`src/sv/wola_pkg.sv`:
```
package wola_pkg;

  localparam int unsigned DefMaxFftLen = 64;
  localparam int unsigned DefMaxFolds  = 8;
  localparam int unsigned DefSampleBits = 16;
  localparam int unsigned DefCoeffBits = 16;

  localparam int unsigned CfgBits = 7;
  localparam int unsigned OutBits = 19;
  localparam int unsigned BinBits = 6;

  localparam logic [1:0] CFG_FFT_LEN = 2'd0;
  localparam logic [1:0] CFG_FOLDS   = 2'd1;
  localparam logic [1:0] CFG_OVERLAP = 2'd2;

  localparam logic [1:0] OVL_FULL  = 2'd0;
  localparam logic [1:0] OVL_3QTR  = 2'd1;
  localparam logic [1:0] OVL_HALF  = 2'd2;

  localparam logic KIND_COEFF  = 1'b0;
  localparam logic KIND_SAMPLE = 1'b1;

endpackage

```
`src/sv/wola_mac.sv`:
```
module wola_mac import wola_pkg::*; #(
  parameter int unsigned SampleBits = DefSampleBits,
  parameter int unsigned CoeffBits  = DefCoeffBits,
  parameter int unsigned AccBits    = 48
) (
  input  logic                         clk_i,
  input  logic                         clear_i,
  input  logic                         en_i,
  input  logic signed [CoeffBits-1:0]  coeff_i,
  input  logic signed [SampleBits-1:0] re_i,
  input  logic signed [SampleBits-1:0] im_i,
  output logic signed [OutBits-1:0]    re_o,
  output logic signed [OutBits-1:0]    im_o
);
  localparam int unsigned ProdBits = SampleBits + CoeffBits;
  localparam int unsigned Shift = CoeffBits - 1;

  logic signed [ProdBits-1:0] prod_re_q, prod_im_q;
  logic signed [AccBits-1:0]  acc_re_q, acc_im_q;
  logic                       en_q;

  always_ff @(posedge clk_i) begin
    en_q      <= en_i;
    prod_re_q <= coeff_i * re_i;
    prod_im_q <= coeff_i * im_i;
    if (clear_i) begin
      acc_re_q <= '0;
      acc_im_q <= '0;
    end else if (en_q) begin
      acc_re_q <= acc_re_q + AccBits'(prod_re_q);
      acc_im_q <= acc_im_q + AccBits'(prod_im_q);
    end
  end

  function automatic logic signed [OutBits-1:0] sat(input logic signed [AccBits-1:0] a);
    logic signed [AccBits-1:0] q;
    q = a >>> Shift;
    if (q > AccBits'(signed'((1 << (OutBits-1)) - 1))) sat = {1'b0, {(OutBits-1){1'b1}}};
    else if (q < -AccBits'(signed'(1 << (OutBits-1)))) sat = {1'b1, {(OutBits-1){1'b0}}};
    else sat = q[OutBits-1:0];
  endfunction

  assign re_o = sat(acc_re_q);
  assign im_o = sat(acc_im_q);
endmodule

```
`config.mk`:
```
export PLATFORM = sky130hd
export DESIGN_NAME = wola_mac
export DESIGN_NICKNAME = d
export VERILOG_FILES = /design/src/sv/wola_pkg.sv /design/src/sv/wola_mac.sv
export SDC_FILE = /design/constraint.sdc
export NUM_CORES = 2
export LEC_CHECK = 0
export ABC_AREA = 0
export BUFFER_PORTS_ARGS = -buffer_cell sky130_fd_sc_hd__clkbuf_2
export CORE_MARGIN = 3
export CORE_UTILIZATION = 70
export DETAILED_ROUTE_END_ITERATION = 10
export PLACE_DENSITY = 0.88
export SKIP_CTS_REPAIR_TIMING = 1
export SLEW_MARGIN = 20
export SYNTH_ARGS = -nofsm -noshare
export SYNTH_HDL_FRONTEND = slang
export SYNTH_SLANG_ARGS = --single-unit
```
`constraint.sdc`:
```
create_clock -name clk_i -period 16.4 [get_ports clk_i]
set_input_delay 3.28 -clock clk_i [delete_from_list [all_inputs] [get_ports clk_i]]
set_output_delay 3.28 -clock clk_i [all_outputs]
set_load 0.005 [all_outputs]
```
==> metrics.md <==
| Metric | Value |
|---|---|
| RR Endpoint | acc_re_q[40]$_SDFFE_PP0P_ |
| CTS tree | done |
| Vias | 24018 |
| Register area share after synthesis | 10.8% |
| Commonest non-fill, non-tap cell in the layout | inv_1 |
| H-tree lvl count | 4 |
| Final Max Tran Viols | 0 |
| Max Cap Viol | 0 |
| Avg WL per Cell | 18.4 um |
| Most frequent cells in the layout | inv_1 (599), fa_1 (526), nand2_1 (340) |
| Core Area | 42100 um^2 |
| Met3 WL post-DR | 5.43 mm |
| Reg clk slew, reported paths | 70 ps |
| Final period util | 57.2% |
| # fillers | 2912 |
| Area of the multi-input gates | 24000 um^2 |
| Post-synthesis xor/xnor area fraction | 3.71% |
| Async S/R FF share, synth | 0% |
| Setup CP Type | in2reg |
| CP Launch Type | primary input |
| Die H | 213 um |
| DR vias/cell | 6.10 |
| R2R depth | 12 |
| Minimum clock period | 9380 ps |
| Buffers and inverters on the worst path | 5 |
| Family with the most delay on the worst path | adder cells |
| Met1 wire length | 27.9 mm |
| Clk root buf | clkbuf_16 |
| Main combinational cell family by area after synthesis | adder cells |
| Nets | 4217 |
| Worst slew margin | 29.6% |
| Syn Std Cell Area | 30000 um^2 |
| Setup crit start | coeff_i[10] |
| Mux share of post-synthesis cell area | 1.28% |
| Simple-gate share of the synthesized area | 16.2% |
| Main synth FF type | dfxtp_1 |
| Num CTS Buffers | 17 |
| Largest net degree at the start of global routing | 90 |
| Final wirelength | 72.4 mm |
| Hold Fails Final Rpt | 0 |
| Row cnt | 75 |
| Worst-Skew Late Latency | 450 ps |
| IO buf count | 88 |
| Post-detail-place hpwl | 57.2 mm |
| Tot GR Track Use | 33.4% |
| Worst hold path class | reg2reg |
| Avg Cell Area, Syn | 8.78 um^2 |
| Cell mode on critical path | fa_1 |
| Drt initial violations | 1709 |
| Critical path depth in cells | 22 |
| Initial antenna violation count | 3 |
| Initial Utilization | 71.1% |
| Ports | 89 |
| Number of global-route vias before repair | 25966 |
| Post-Synth Adder-Cell Area | 45.9% |
| Crit-path cells | clkbuf_2 -> and2_1 -> fa_1 -> inv_1 -> fa_1 -> fa_1 -> inv_1 -> fa_1 -> fa_1 -> inv_1 -> fa_1 -> inv_1 -> ha_1 -> a21o_1 -> a21o_1 -> a21o_1 -> a2111oi_0 -> nor2_1 -> o31ai_1 -> a21boi_0 -> a41oi_1 -> xnor2_1 |
| Final Skew | 13.6 ps |
| Critical Path End | prod_im_q[30]$_DFF_P_ |
| ANT nets after route | 0 |
| Syn_nets | 4247 |
| YS warnings | 0 |
| DRC violations left | 0 |
| Layout cells sized above 1 | 4.30% |
| Post-synth EDFFs | 0 |
| Worst Path Max Fanout | 32 |
| First-pass iteration count of the detailed router | 5 |
| DIE WIDTH | 213 um |
| Global-route wire length before repair | 123 mm |
| Die area | 45300 um^2 |
| Area growth syn-to-layout | 4.56% |
| Synthesized flop and latch total | 161 |
| Setup violators final | 0 |
| Reg-to-reg setup timing slack | 12640 ps |
| Met2 wire length | 36.3 mm |
| DR top layer | met4 |
| Critical path's slowest cell | fa_1 |
| Synth Area in Compound Gates | 12.8% |
| Worst Setup End Kind | flip-flop |
| Placer's final routability congestion estimate | 0.945 |
| RSZ-0062 raised after global routing | false |
| Netlist cell types | 70 |
| Fmax | 107 MHz |
| Total negative setup slack | 0 ps |
| Reg area | 3230 um^2 |
| Post-Syn Instances | 3412 |
| CTS max path bufs | 2 |
| Outcome | complete, no violations |
| CP arrival | 9760 ps |
| CP max stage delay | 540 ps |
| Critical path required time | 16780 ps |
| R2R Path Start | acc_re_q[0]$_SDFFE_PP0P_ |
| Grt total ovfl | 0 |
| Measured slew at the worst slew-check pin | 1050 ps |
| # clock sinks | 161 |
==> worst register-to-register path, stage by stage, from the launching register on <==
cell and delay, ps:
dfxtp_1 350, ha_1 230, inv_1 70, fa_1 410
nand2b_1 190, a21oi_1 320, o211ai_1 260, a21oi_1 490
o211ai_1 240, a21oi_1 340, nor2_1 160, o311ai_0 380
o221ai_1 180
==> cells in the mapped netlist, types with 33 or more instances <==
| cell | n | area share [%] |
|---|---|---|
| a21o_1 | 121 | 3.0 |
| a21oi_1 | 164 | 2.7 |
| and2_1 | 256 | 5.3 |
| clkbuf_1 | 136 | 1.7 |
| dfxtp_1 | 161 | 11 |
| fa_1 | 526 | 35 |
| ha_1 | 258 | 11 |
| inv_1 | 600 | 7.5 |
| mux2i_1 | 35 | 1.2 |
| nand2_1 | 340 | 4.3 |
| nand3_1 | 33 | 0.55 |
| nor2_1 | 149 | 1.9 |
| nor3_1 | 36 | 0.60 |
| o21ai_0 | 84 | 1.4 |
| xnor2_1 | 93 | 2.7 |
| xor2_1 | 34 | 0.99 |
==> final cells by class <==
| type | instances | share of cell area (%) |
|---|---|---|
| Tap cell | 539 | 2.15 |
| Sequential cell | 161 | 10.3 |
| Inverter | 600 | 7.19 |
| Multi-Input combinational cell | 2506 | 76.5 |
| Timing Repair Buffer | 96 | 1.61 |
| Clock buffer | 21 | 1.54 |
| Antenna cell | 4 | 0.0319 |
| Clock inverter | 11 | 0.711 |
==> how the worst min path moves through the flow <==
stage,slack [ps],depth (start not counted),end,startpoint
2_1_floorplan,440,2,acc_re_q[12]$_SDFFE_PP0P_,acc_re_q[12]$_SDFFE_PP0P_
3_3_place_gp,450,2,acc_re_q[14]$_SDFFE_PP0P_,acc_re_q[14]$_SDFFE_PP0P_
3_5_place_dp,470,2,acc_re_q[14]$_SDFFE_PP0P_,acc_re_q[14]$_SDFFE_PP0P_
4_1_cts,480,2,acc_re_q[14]$_SDFFE_PP0P_,acc_re_q[14]$_SDFFE_PP0P_
5_1_grt,500,2,acc_re_q[14]$_SDFFE_PP0P_,acc_re_q[14]$_SDFFE_PP0P_
6_report,480,2,acc_re_q[14]$_SDFFE_PP0P_,acc_re_q[14]$_SDFFE_PP0P_
==> flip-flops by register name, summed over array words and instances (netlist names) <==
signal / count
prod_im_q: 32
acc_re_q: 48
acc_im_q: 48
prod_re_q: 32
en_q: 1
==> stage by stage <==
| step | util (%) | hold slack, ps | std cells | worst slack [ps] | cell area [um^2] |
|---|---|---|---|---|---|
| 2_1_floorplan | - | 445 | 3412 | 7390 | 30000 |
| 3_5_place_dp | 72.7 | 468 | 3902 | 6570 | 30600 |
| 6_report | 74.4 | 479 | 3938 | 7020 | 31300 |
| 3_3_place_gp | 72.7 | 453 | 3902 | 6810 | 30600 |
| 4_1_cts | 74.3 | 478 | 3934 | 7030 | 31300 |
| 5_1_grt | 74.4 | 505 | 3937 | 6450 | 31300 |
==> routing by layer <==
layer / global-route usage, % / up-vias
met4: 14.2 / 0
met3: 4.76 / 213
met5: 0 / -
met2: 57.7 / 1032
li1: - / 10862
met1: 42.2 / 11911
==> kinds of logic (layout without fill, tap and decap cells) <==
logic type,Yosys count,after routing
and+or+nand+nor,975,975
adders and majority gates,784,784
buffers and inverters,745,728
AOI/OAI and AO/OA,582,582
DFF,161,161
xor gates and xnor gates,127,127
muxes,38,38
other,0,4
Power is not shown: default switching activity piles up to over one toggle a cycle in this logic, so the estimate is an artifact.
